--- config.mk ---
export PLATFORM = sky130hd
export DESIGN_NAME = ring_entry_store_offset_lookup
export DESIGN_NICKNAME = d
export VERILOG_FILES = /design/src/rtl/resol_pkg.sv /design/src/rtl/resol_cell.sv /design/src/rtl/ring_entry_store_offset_lookup.sv
export SDC_FILE = /design/constraint.sdc
export NUM_CORES = 2
export LEC_CHECK = 0
export BUFFER_PORTS_ARGS = -buffer_cell sky130_fd_sc_hd__buf_2
export CORE_ASPECT_RATIO = 0.9
export CORE_UTILIZATION = 40
export DETAILED_ROUTE_END_ITERATION = 8
export PLACE_DENSITY_LB_ADDON = 0.25
export SYNTH_ARGS = -nofsm -noshare
export SYNTH_HDL_FRONTEND = slang
export SYNTH_HIERARCHICAL = 1
export SYNTH_SLANG_ARGS = --single-unit
--- constraint.sdc ---
create_clock -name clk -period 7.3 [get_ports clk]
set_clock_uncertainty 0.2 [all_clocks]
set_input_delay 0.73 -clock clk [delete_from_list [all_inputs] [get_ports clk]]
set_output_delay 0.73 -clock clk [all_outputs]
set_load 0.02 [all_outputs]
--- src/rtl/resol_pkg.sv ---
// ----------------------------------------------------------------------------
// resol_pkg
// Shared constants and types for the ring entry store with offset lookup.
// ----------------------------------------------------------------------------
package resol_pkg;

  // Ring geometry
  localparam int DEPTH = 16;
  localparam int IDX_W = (DEPTH > 1) ? $clog2(DEPTH) : 1;
  localparam int CNT_W = $clog2(DEPTH + 1);

  // Field widths
  localparam int HANDLE_W = 32;
  localparam int SIZE_W   = 16;
  localparam int OFFS_W   = 20;
  localparam int SLOT_W   = 4;

  // Item kinds
  localparam logic KIND_ADD  = 1'b0;
  localparam logic KIND_FIND = 1'b1;

  // Search token walking from cell to cell
  typedef struct packed {
    logic              valid;
    logic [CNT_W-1:0]  remain;
    logic [OFFS_W-1:0] sum;
    logic [OFFS_W-1:0] offset;
  } tok_t;

  // Find result raised by a cell; payload fields are zero unless hit
  typedef struct packed {
    logic                valid;
    logic                hit;
    logic [SLOT_W-1:0]   slot;
    logic [SIZE_W-1:0]   byte_offset;
    logic [HANDLE_W-1:0] handle;
    logic [SIZE_W-1:0]   size;
  } res_t;

endpackage

--- src/rtl/resol_cell.sv ---
// ----------------------------------------------------------------------------
// resol_cell
// One ring entry: holds a handle and a size, and checks the search token
// that passes through it, handing it on to the next cell on a miss.
// ----------------------------------------------------------------------------
module resol_cell (
  input  logic                          clk,
  input  logic                          rst_n,
  input  logic [resol_pkg::IDX_W-1:0]   cell_idx,
  input  logic                          wr_en,
  input  logic [resol_pkg::HANDLE_W-1:0] wr_handle,
  input  logic [resol_pkg::SIZE_W-1:0]  wr_size,
  input  resol_pkg::tok_t               tok_in,
  output resol_pkg::tok_t               tok_out,
  output resol_pkg::res_t               res,
  output logic [resol_pkg::HANDLE_W-1:0] rd_handle
);

  logic [resol_pkg::HANDLE_W-1:0] handle_r;
  logic [resol_pkg::SIZE_W-1:0]   size_r;
  resol_pkg::tok_t                tok_r;
  logic [resol_pkg::OFFS_W:0]     sum_nxt;
  logic                           tok_end;
  logic                           tok_hit;

  // Store the entry on an add
  always_ff @(posedge clk) begin
    if (!rst_n) begin
      size_r <= '0;
    end else if (wr_en) begin
      size_r <= wr_size;
    end
  end

  always_ff @(posedge clk) begin
    if (wr_en) begin
      handle_r <= wr_handle;
    end
  end

  // Capture the token arriving from the neighbor
  always_ff @(posedge clk) begin
    if (!rst_n) begin
      tok_r <= '0;
    end else begin
      tok_r <= tok_in;
    end
  end

  // Add this entry's size to the running sum and test against the offset
  always_comb begin
    sum_nxt = {1'b0, tok_r.sum} + (resol_pkg::OFFS_W + 1)'(size_r);
    tok_end = tok_r.valid && (tok_r.remain == '0);
    tok_hit = tok_r.valid && (tok_r.remain != '0) && (sum_nxt > {1'b0, tok_r.offset});
  end

  // Advance the token to the next cell when this entry does not match
  always_comb begin
    tok_out        = tok_r;
    tok_out.valid  = tok_r.valid && !tok_end && !tok_hit;
    tok_out.remain = tok_r.remain - 1'b1;
    tok_out.sum    = sum_nxt[resol_pkg::OFFS_W-1:0];
  end

  // Raise the result: a hit carries the entry, a miss carries only the valid flag
  always_comb begin
    res       = '0;
    res.valid = tok_end || tok_hit;
    if (tok_hit) begin
      res.hit         = 1'b1;
      res.slot        = resol_pkg::SLOT_W'(cell_idx);
      res.byte_offset = resol_pkg::SIZE_W'(tok_r.offset - tok_r.sum);
      res.handle      = handle_r;
      res.size        = size_r;
    end
  end

  assign rd_handle = handle_r;

endmodule

--- src/rtl/ring_entry_store_offset_lookup.sv ---
// ----------------------------------------------------------------------------
// ring_entry_store_offset_lookup
// Ring of entries (handle, size) that overwrites the oldest when full, with
// lookup of the entry holding a given character of the joined entries.
// ----------------------------------------------------------------------------
// Add: result beat in the cycle after start; busy stays low, adds may follow
//   one another every cycle.
// Find: a token walks the cell chain from the oldest entry, one cell per
//   cycle; the result beat is registered from the cell where the token stops,
//   and busy is held until it stops. One find in flight at a time.
// Reset empties the ring and clears sizes; result beats cannot be stalled.
// ----------------------------------------------------------------------------
module ring_entry_store_offset_lookup (
  input  logic                            clk,
  input  logic                            rst_n,
  input  logic                            start,
  output logic                            busy,
  input  logic                            in_kind,
  input  logic [resol_pkg::HANDLE_W-1:0]  in_entry_handle,
  input  logic [resol_pkg::SIZE_W-1:0]    in_entry_size,
  input  logic [resol_pkg::OFFS_W-1:0]    in_char_offset,
  output logic                            out_strobe,
  output logic                            out_hit,
  output logic [resol_pkg::SLOT_W-1:0]    out_slot,
  output logic [resol_pkg::SIZE_W-1:0]    out_byte_offset,
  output logic [resol_pkg::HANDLE_W-1:0]  out_handle_out,
  output logic [resol_pkg::SIZE_W-1:0]    out_size_out,
  output logic                            out_evicted
);

  localparam int D = resol_pkg::DEPTH;

  logic [resol_pkg::IDX_W-1:0] wp_r, wp_nxt;
  logic [resol_pkg::IDX_W-1:0] rp_r, rp_nxt;
  logic                        full_r, full_nxt;
  logic                        busy_r, busy_nxt;

  logic                        accept;
  logic                        do_add;
  logic                        do_find;
  logic [resol_pkg::CNT_W-1:0] count;

  resol_pkg::tok_t             new_tok;
  resol_pkg::tok_t             tok_in  [D];
  resol_pkg::tok_t             tok_out [D];
  resol_pkg::res_t             cell_res [D];
  logic [resol_pkg::HANDLE_W-1:0] cell_handle [D];
  logic [D-1:0]                res_vld;
  logic [D-1:0]                tok_vld;
  resol_pkg::res_t             res_any;

  logic                           out_strobe_r, out_strobe_nxt;
  logic                           out_hit_r, out_hit_nxt;
  logic [resol_pkg::SLOT_W-1:0]   out_slot_r, out_slot_nxt;
  logic [resol_pkg::SIZE_W-1:0]   out_byte_offset_r, out_byte_offset_nxt;
  logic [resol_pkg::HANDLE_W-1:0] out_handle_out_r, out_handle_out_nxt;
  logic [resol_pkg::SIZE_W-1:0]   out_size_out_r, out_size_out_nxt;
  logic                           out_evicted_r, out_evicted_nxt;

  function automatic logic [resol_pkg::IDX_W-1:0] ring_next(
    input logic [resol_pkg::IDX_W-1:0] p
  );
    if (p == resol_pkg::IDX_W'(D - 1)) begin
      return '0;
    end
    return p + 1'b1;
  endfunction

  assign accept  = start && !busy_r;
  assign do_add  = accept && (in_kind == resol_pkg::KIND_ADD);
  assign do_find = accept && (in_kind == resol_pkg::KIND_FIND);
  assign busy    = busy_r;

  // Number of stored entries
  always_comb begin
    if (full_r) begin
      count = resol_pkg::CNT_W'(D);
    end else if (wp_r >= rp_r) begin
      count = resol_pkg::CNT_W'(wp_r - rp_r);
    end else begin
      count = resol_pkg::CNT_W'(wp_r) + resol_pkg::CNT_W'(D) - resol_pkg::CNT_W'(rp_r);
    end
  end

  // Token for a new find, entered at the oldest entry
  always_comb begin
    new_tok        = '0;
    new_tok.valid  = 1'b1;
    new_tok.remain = count;
    new_tok.offset = in_char_offset;
  end

  // Cell chain, closed into a ring
  for (genvar i = 0; i < D; i++) begin : g_cell
    assign tok_in[i] = (do_find && (rp_r == resol_pkg::IDX_W'(i))) ? new_tok
                                                                     : tok_out[(i + D - 1) % D];
    assign res_vld[i] = cell_res[i].valid;
    assign tok_vld[i] = tok_out[i].valid;

    resol_cell u_cell (
      .clk       (clk),
      .rst_n     (rst_n),
      .cell_idx  (resol_pkg::IDX_W'(i)),
      .wr_en     (do_add && (wp_r == resol_pkg::IDX_W'(i))),
      .wr_handle (in_entry_handle),
      .wr_size   (in_entry_size),
      .tok_in    (tok_in[i]),
      .tok_out   (tok_out[i]),
      .res       (cell_res[i]),
      .rd_handle (cell_handle[i])
    );
  end

  // Merge cell results; at most one cell raises one
  always_comb begin
    res_any = '0;
    for (int k = 0; k < D; k++) begin
      res_any = res_any | cell_res[k];
    end
  end

  // Pointers, full flag and busy
  always_comb begin
    wp_nxt   = wp_r;
    rp_nxt   = rp_r;
    full_nxt = full_r;
    busy_nxt = busy_r;
    if (do_add) begin
      wp_nxt = ring_next(wp_r);
      if (full_r) begin
        rp_nxt = ring_next(rp_r);
      end
      if (ring_next(wp_r) == (full_r ? ring_next(rp_r) : rp_r)) begin
        full_nxt = 1'b1;
      end
    end
    if (do_find) begin
      busy_nxt = 1'b1;
    end else if (res_any.valid) begin
      busy_nxt = 1'b0;
    end
  end

  // Result beat
  always_comb begin
    out_strobe_nxt      = 1'b0;
    out_hit_nxt         = 1'b0;
    out_slot_nxt        = '0;
    out_byte_offset_nxt = '0;
    out_handle_out_nxt  = '0;
    out_size_out_nxt    = '0;
    out_evicted_nxt     = 1'b0;
    if (do_add) begin
      out_strobe_nxt  = 1'b1;
      out_evicted_nxt = full_r;
      if (full_r) begin
        out_handle_out_nxt = cell_handle[rp_r];
      end
    end else if (res_any.valid) begin
      out_strobe_nxt      = 1'b1;
      out_hit_nxt         = res_any.hit;
      out_slot_nxt        = res_any.slot;
      out_byte_offset_nxt = res_any.byte_offset;
      out_handle_out_nxt  = res_any.handle;
      out_size_out_nxt    = res_any.size;
    end
  end

  always_ff @(posedge clk) begin
    if (!rst_n) begin
      wp_r         <= '0;
      rp_r         <= '0;
      full_r       <= 1'b0;
      busy_r       <= 1'b0;
      out_strobe_r <= 1'b0;
    end else begin
      wp_r         <= wp_nxt;
      rp_r         <= rp_nxt;
      full_r       <= full_nxt;
      busy_r       <= busy_nxt;
      out_strobe_r <= out_strobe_nxt;
    end
  end

  always_ff @(posedge clk) begin
    out_hit_r         <= out_hit_nxt;
    out_slot_r        <= out_slot_nxt;
    out_byte_offset_r <= out_byte_offset_nxt;
    out_handle_out_r  <= out_handle_out_nxt;
    out_size_out_r    <= out_size_out_nxt;
    out_evicted_r     <= out_evicted_nxt;
  end

  assign out_strobe      = out_strobe_r;
  assign out_hit         = out_hit_r;
  assign out_slot        = out_slot_r;
  assign out_byte_offset = out_byte_offset_r;
  assign out_handle_out  = out_handle_out_r;
  assign out_size_out    = out_size_out_r;
  assign out_evicted     = out_evicted_r;

  // Only one cell ends a walk at a time
  a_one_result: assert property (@(posedge clk) disable iff (!rst_n)
    $onehot0(res_vld))
    else $error("more than one cell raised a result");

  // A cell result only appears while a find is in flight
  a_res_busy: assert property (@(posedge clk) disable iff (!rst_n)
    (res_vld != '0) |-> busy_r)
    else $error("cell result without a find in flight");

  // No token moves along the chain while idle
  a_tok_idle: assert property (@(posedge clk) disable iff (!rst_n)
    !busy_r |-> (tok_vld == '0))
    else $error("token in the chain while idle");

  // A full ring has its pointers together
  a_full_ptr: assert property (@(posedge clk) disable iff (!rst_n)
    full_r |-> (wp_r == rp_r))
    else $error("full ring with pointers apart");

endmodule
# == Word-level counts from Yosys, hierarchy flattened ==
# Cells that the tools add are included.
# totals
regBits,1585
elab_cells,504
# op_classes
add_sub_neg,53
magnitude_cmp,18
eq_ne,31
mux,58
bitwise_logic,19
reduce_logical,218
# ops
op,n
69-bit two-way mux,16
70-bit bitwise OR,15
46-bit two-way mux,16
20-bit by 16-bit adder with 21-bit output,16
21-bit by 20-bit > comparator with 1-bit output,16
16-bit subtractor,16
32-bit two-way mux,5
32-bit binary-select mux with 4-bit select,1
1-bit logical AND,115
5-bit zero test,16
5-bit nonzero test,16
5-bit by 1-bit subtractor with 5-bit output (second input constant),16
4-bit == test (second input constant),16
2-bit OR reduction,17
1-bit zero test,33
4-bit by 3-bit == test with 1-bit output (second input constant),8
4-bit two-way mux,8
4-bit by 2-bit == test with 1-bit output (second input constant),4
1-bit logical OR,16
1-bit two-way mux,10
5-bit two-way mux,2
4-bit by 1-bit adder with 4-bit output (second input constant),2
4-bit by 1-bit == test with 1-bit output (second input constant),2
4-bit zero test,2
other kinds (10),13

# == Logic depth before layout (Yosys ltp) ==
# logic_depth
word_depth,21
mapped_depth,26
ltp_nobuf,23

# == Cells and area by module ==
# The synthesis kept the hierarchy.
# modules_own_cells
module,instances,cells_each,area_per_inst_um2
resol_cell at g_cell[0].u_cell ...,10,602,5759.3
ring_entry_store_offset_lookup,1,2347,16121.7
resol_cell at g_cell[5].u_cell ...,2,598,5761.8
resol_cell at g_cell[8].u_cell ...,2,648,5700.5
resol_cell at g_cell[3].u_cell,1,605,5713.0
resol_cell at g_cell[7].u_cell,1,594,5695.5

# == Least setup slack after synthesis ==
# No wires, ideal clock.
# synth_timing
kind,in2reg
startpoint,in in_kind
endpoint,reg g_cell[0].u_cell/size_r[10] (netlist name)
setup_ns,0.117
t_arrival_ns,4.837
t_required_ns,6.983
path_slack_ns,2.146
stages,8
n_path_buf,3
cell_sequence,nor3b_4 -> clkbuf_1 -> nand2_1 -> nor3_1 -> clkbuf_1 -> clkbuf_1 -> mux2i_1 -> nor2b_1
# synth_via
elab_chain_cells,3
# synth_lines
element,line_no,rtl
from (decl),ring_entry_store_offset_lookup.sv:18,"input logic in_kind,"
1-bit inverter,ring_entry_store_offset_lookup.sv:70,assign do_add = accept && (in_kind == resol_pkg::KIND_ADD);
1-bit logical AND,ring_entry_store_offset_lookup.sv:70,
1-bit logical AND,ring_entry_store_offset_lookup.sv:104,".wr_en (do_add && (wp_r == resol_pkg::IDX_W'(i))),"
to (signal assigned),resol_cell.sv:31,size_r <= wr_size;
to (decl),resol_cell.sv:20,logic [resol_pkg::SIZE_W-1:0] size_r;
# No other way between the ends.
# A chain may end at the register's enable or synchronous reset.

==> out/qor.yml <==
cp-end-kind: "flip-flop"
cts_resized: 0
maxCapViolations: 4
vdd_drop_max_mv: 0.190
arrival_ns: 7.52
syn-mean-instance-area_um2: 8.96
fin_crit_sh: 0.955
dieArea_mm2: 0.272
syn_area_mm2: 0.108
holdPathEnd: "wp_r[0]$_SDFFE_PN0P_"
drt-pass1-iter-count: 6
setup_tns_ns: 0
drt-initial-drc-count: 9743
initial_core_util: 0.403
io_pins: 144
final_area_mm2: 0.117
synth_seq_area_share: 0.341
place_area_mm2: 0.110
cts_made_buffers: 190
grt_overflow: 0
hold_path.class: "input pin to flip-flop"
power.density_mw_per_mm2: 177
clkSinkCount: 1585
path_class: "flip-flop to flip-flop"
clk_latency_ns: 0.91
drive_gt1_frac: 0.0914
ys.flop_type: "dfxtp_1"
wl_mm: 433
layout_min_cycle_time_ns: 6.97
grt_pass1_vias: 86100
htree_levels: 4
hpwl_mm: 311
reg2reg_slack_ns: 0.33
post_cts_buffers: 0
cts_tree: "built"
grt_max_degree: 286
ff2ff_path_depth: 22
grt_pass1_wl_mm: 611
path_clk_slew_ns: 0.06
min_from: "in_kind"
die_w_um: 550
drc_errors: 0
worstPathRequired_ns: 7.85
rr_startpoint: "g_cell[3].u_cell/tok_r[20]$_SDFF_PN0_"
slew_headroom: -0.251
via_per_inst: 5.75
async_flop_share: 0
antenna_found_initial: 38
port_buffers: 143
hold_viol: 0
synth_edf_count: 512
r2r_end: "out_size_out[7]$_SDFF_PP0_"
worstMarginPinSlew_ns: 1.86
grt_usage: 0.309
final_nets: 12800
path_max_fanout: 35
ys_ff_latch: 1585
yosysWarnings: 6
setup_slack_ns: 0.331
finalMaxSlewViolations: 8
gp_congestion: 0.983
cts-root-buf: "clkbuf_16"
start_kind: "flip-flop"
postRouteAntennaNets: 0
status: "finished, violations left"
synthCells: 12100
p_leak_uw: 0.0480
cts_buffer_depth: 4
dieHeight_um: 495
post-place-ws_ns: 0.551
min_path_cells: 4
rsz0062_at_grt: "false"
ctsHoldBuffers: 32
setup_viol: 0
hold_slack_ns: 0.0895
final_util: 0.437
coreArea_mm2: 0.268
num_vias: 89600
rows: 180
syn2layout_area_growth_pct: 8.32
synth_cell_types: 104
wl_per_cell_um: 27.8
violations: "max-capacitance violations, max-slew violations"
fmax_mhz: 143
==> metal layers <==
metal / track usage / share of wire
met2: 0.459 / 0.42
met4: 0.149 / 0.055
met5: 0 / 0.00014
met3: 0.0524 / 0.088
met1: 0.433 / 0.44
==> registers in the layout, indices dropped and copies added, names as in the netlist <==
name / count
wp_r: 4
out_hit: 1
out_strobe: 1
out_byte_offset: 16
g_cell.u_cell/size_r: 256
busy: 1
out_size_out: 16
g_cell.u_cell/tok_out: 320
rp_r: 4
g_cell.u_cell/tok_r: 416
out_handle_out: 32
out_evicted: 1
out_slot: 4
g_cell.u_cell/rd_handle: 512
full_r: 1
==> worst max path at each step <==
stage / from / to / slack, ns
finish: g_cell[3].u_cell/tok_r[20]$_SDFF_PN0_ / out_size_out[7]$_SDFF_PP0_ / 0.33
global route: g_cell[3].u_cell/tok_r[20]$_SDFF_PN0_ / out_handle_out[8]$_DFF_P_ / 0.10
detailed placement: g_cell[3].u_cell/size_r[0]$_SDFFE_PN0P_ / out_handle_out[30]$_DFF_P_ / 0.55
CTS: g_cell[3].u_cell/size_r[0]$_SDFFE_PN0P_ / out_handle_out[5]$_DFF_P_ / 0.51
floorplan: in_kind / g_cell[0].u_cell/size_r[10]$_SDFFE_PN0P_ / 2.15
global placement: g_cell[1].u_cell/size_r[0]$_SDFFE_PN0P_ / out_byte_offset[14]$_SDFF_PP0_ / 0.48
==> Yosys cell counts (35+ instances only) <==
cell	count	area share
inv_1	820	0.028
a211o_1	57	0.0046
o31a_1	46	0.0037
a21o_1	120	0.0083
buf_6	97	0.010
dfxtp_1	1073	0.20
o21ai_0	378	0.018
mux2i_1	316	0.029
or3_1	52	0.0030
mux2_2	97	0.010
and3_1	161	0.0093
ha_1	844	0.098
o21ai_1	43	0.0020
a22oi_1	35	0.0024
a211oi_1	82	0.0057
nor3_1	140	0.0065
o211ai_1	87	0.0060
nand2_1	1339	0.047
nand4_1	139	0.0080
xnor2_1	284	0.023
a21oi_1	406	0.019
xor2_1	155	0.013
nor2b_1	333	0.019
nor2_1	469	0.016
nand3_1	153	0.0071
a21boi_1	53	0.0037
buf_4	362	0.025
edfxtp_1	512	0.14
o21a_1	112	0.0078
clkbuf_1	272	0.0094
and2_1	1770	0.10
nand2b_1	108	0.0063
mux4_2	128	0.027
nor4_1	312	0.018
buf_2	76	0.0035
==> logic make-up (layout without fill, tap and decap cells) <==
kind of cell / after synthesis / after routing / share of synthesized area
mux: 541 / 541 / 0.0661
other cells: 2 / 77 / 0.0000695
buf+inv: 1639 / 1529 / 0.0772
flops: 1585 / 1585 / 0.341
simple gates: 5144 / 5144 / 0.257
xor+xnor: 439 / 439 / 0.0356
compound gates: 1831 / 1831 / 0.120
fa+ha+maj: 877 / 877 / 0.104
==> cells in the final DEF (no fill, tap or decap), types with 112 or more instances in the layout <==
cell type	count
nand3_1	148
clkbuf_16	192
xor2_1	155
a21o_1	120
ha_1	844
inv_1	820
xnor2_1	284
nor2b_1	331
nor3_1	135
o21ai_0	378
mux4_2	128
nor2_1	453
buf_2	142
a21oi_1	406
dfxtp_1	1071
nand4_1	139
nor4_1	262
buf_4	182
and3_1	161
o21a_1	112
nand2_1	1337
mux2i_1	316
and2_1	1768
edfxtp_1	512
==> metrics by stage <==
stage / total power, uW / std cells
4_1_cts: 20800 / 15600
3_3_place_gp: 10900 / 15200
2_1_floorplan: 10300 / 12100
6_report: 20700 / 15600
3_5_place_dp: 10900 / 15200
5_1_grt: 21300 / 15600
==> layout make-up <==
cell class | count | area (um^2)
Fill cell | 26100 | 151000
Multi-Input combinational cell | 8896 | 63600
Sequential cell | 1585 | 36900
Clock buffer | 249 | 5280
Tap cell | 3549 | 4440
Inverter | 822 | 3090
Timing Repair Buffer | 368 | 2590
Clock inverter | 90 | 1140
Antenna cell | 13 | 32.5
==> power breakdown <==
part	leakage, uW	switching [uW]	internal (uW)
combinational	0.0316	970	496
clock	0.00313	4140	5850
sequential	0.0133	89.8	9210
total	0.0480	5200	15600
==> worst max-delay path, cell delays in order (launching register included) <==
cell       delay, ns
dfxtp_1         0.35
ha_1            0.22
inv_1           0.07
fa_1            0.41
nor2b_1         0.18
o31a_1          0.28
o2111ai_1       0.13
o2111ai_1       0.22
a31oi_1         0.22
or4b_1          0.53
o311ai_0        0.17
ha_1            0.35
a21o_1          0.18
a21oi_1         0.19
o211a_1         0.17
o221ai_1        0.12
a31oi_1         0.27
o21ai_4         0.12
buf_4           0.27
and2_1          0.25
nor4_1          1.51
nand4_1         0.17
and2_1          0.22
(Power assumes the default switching activity.)
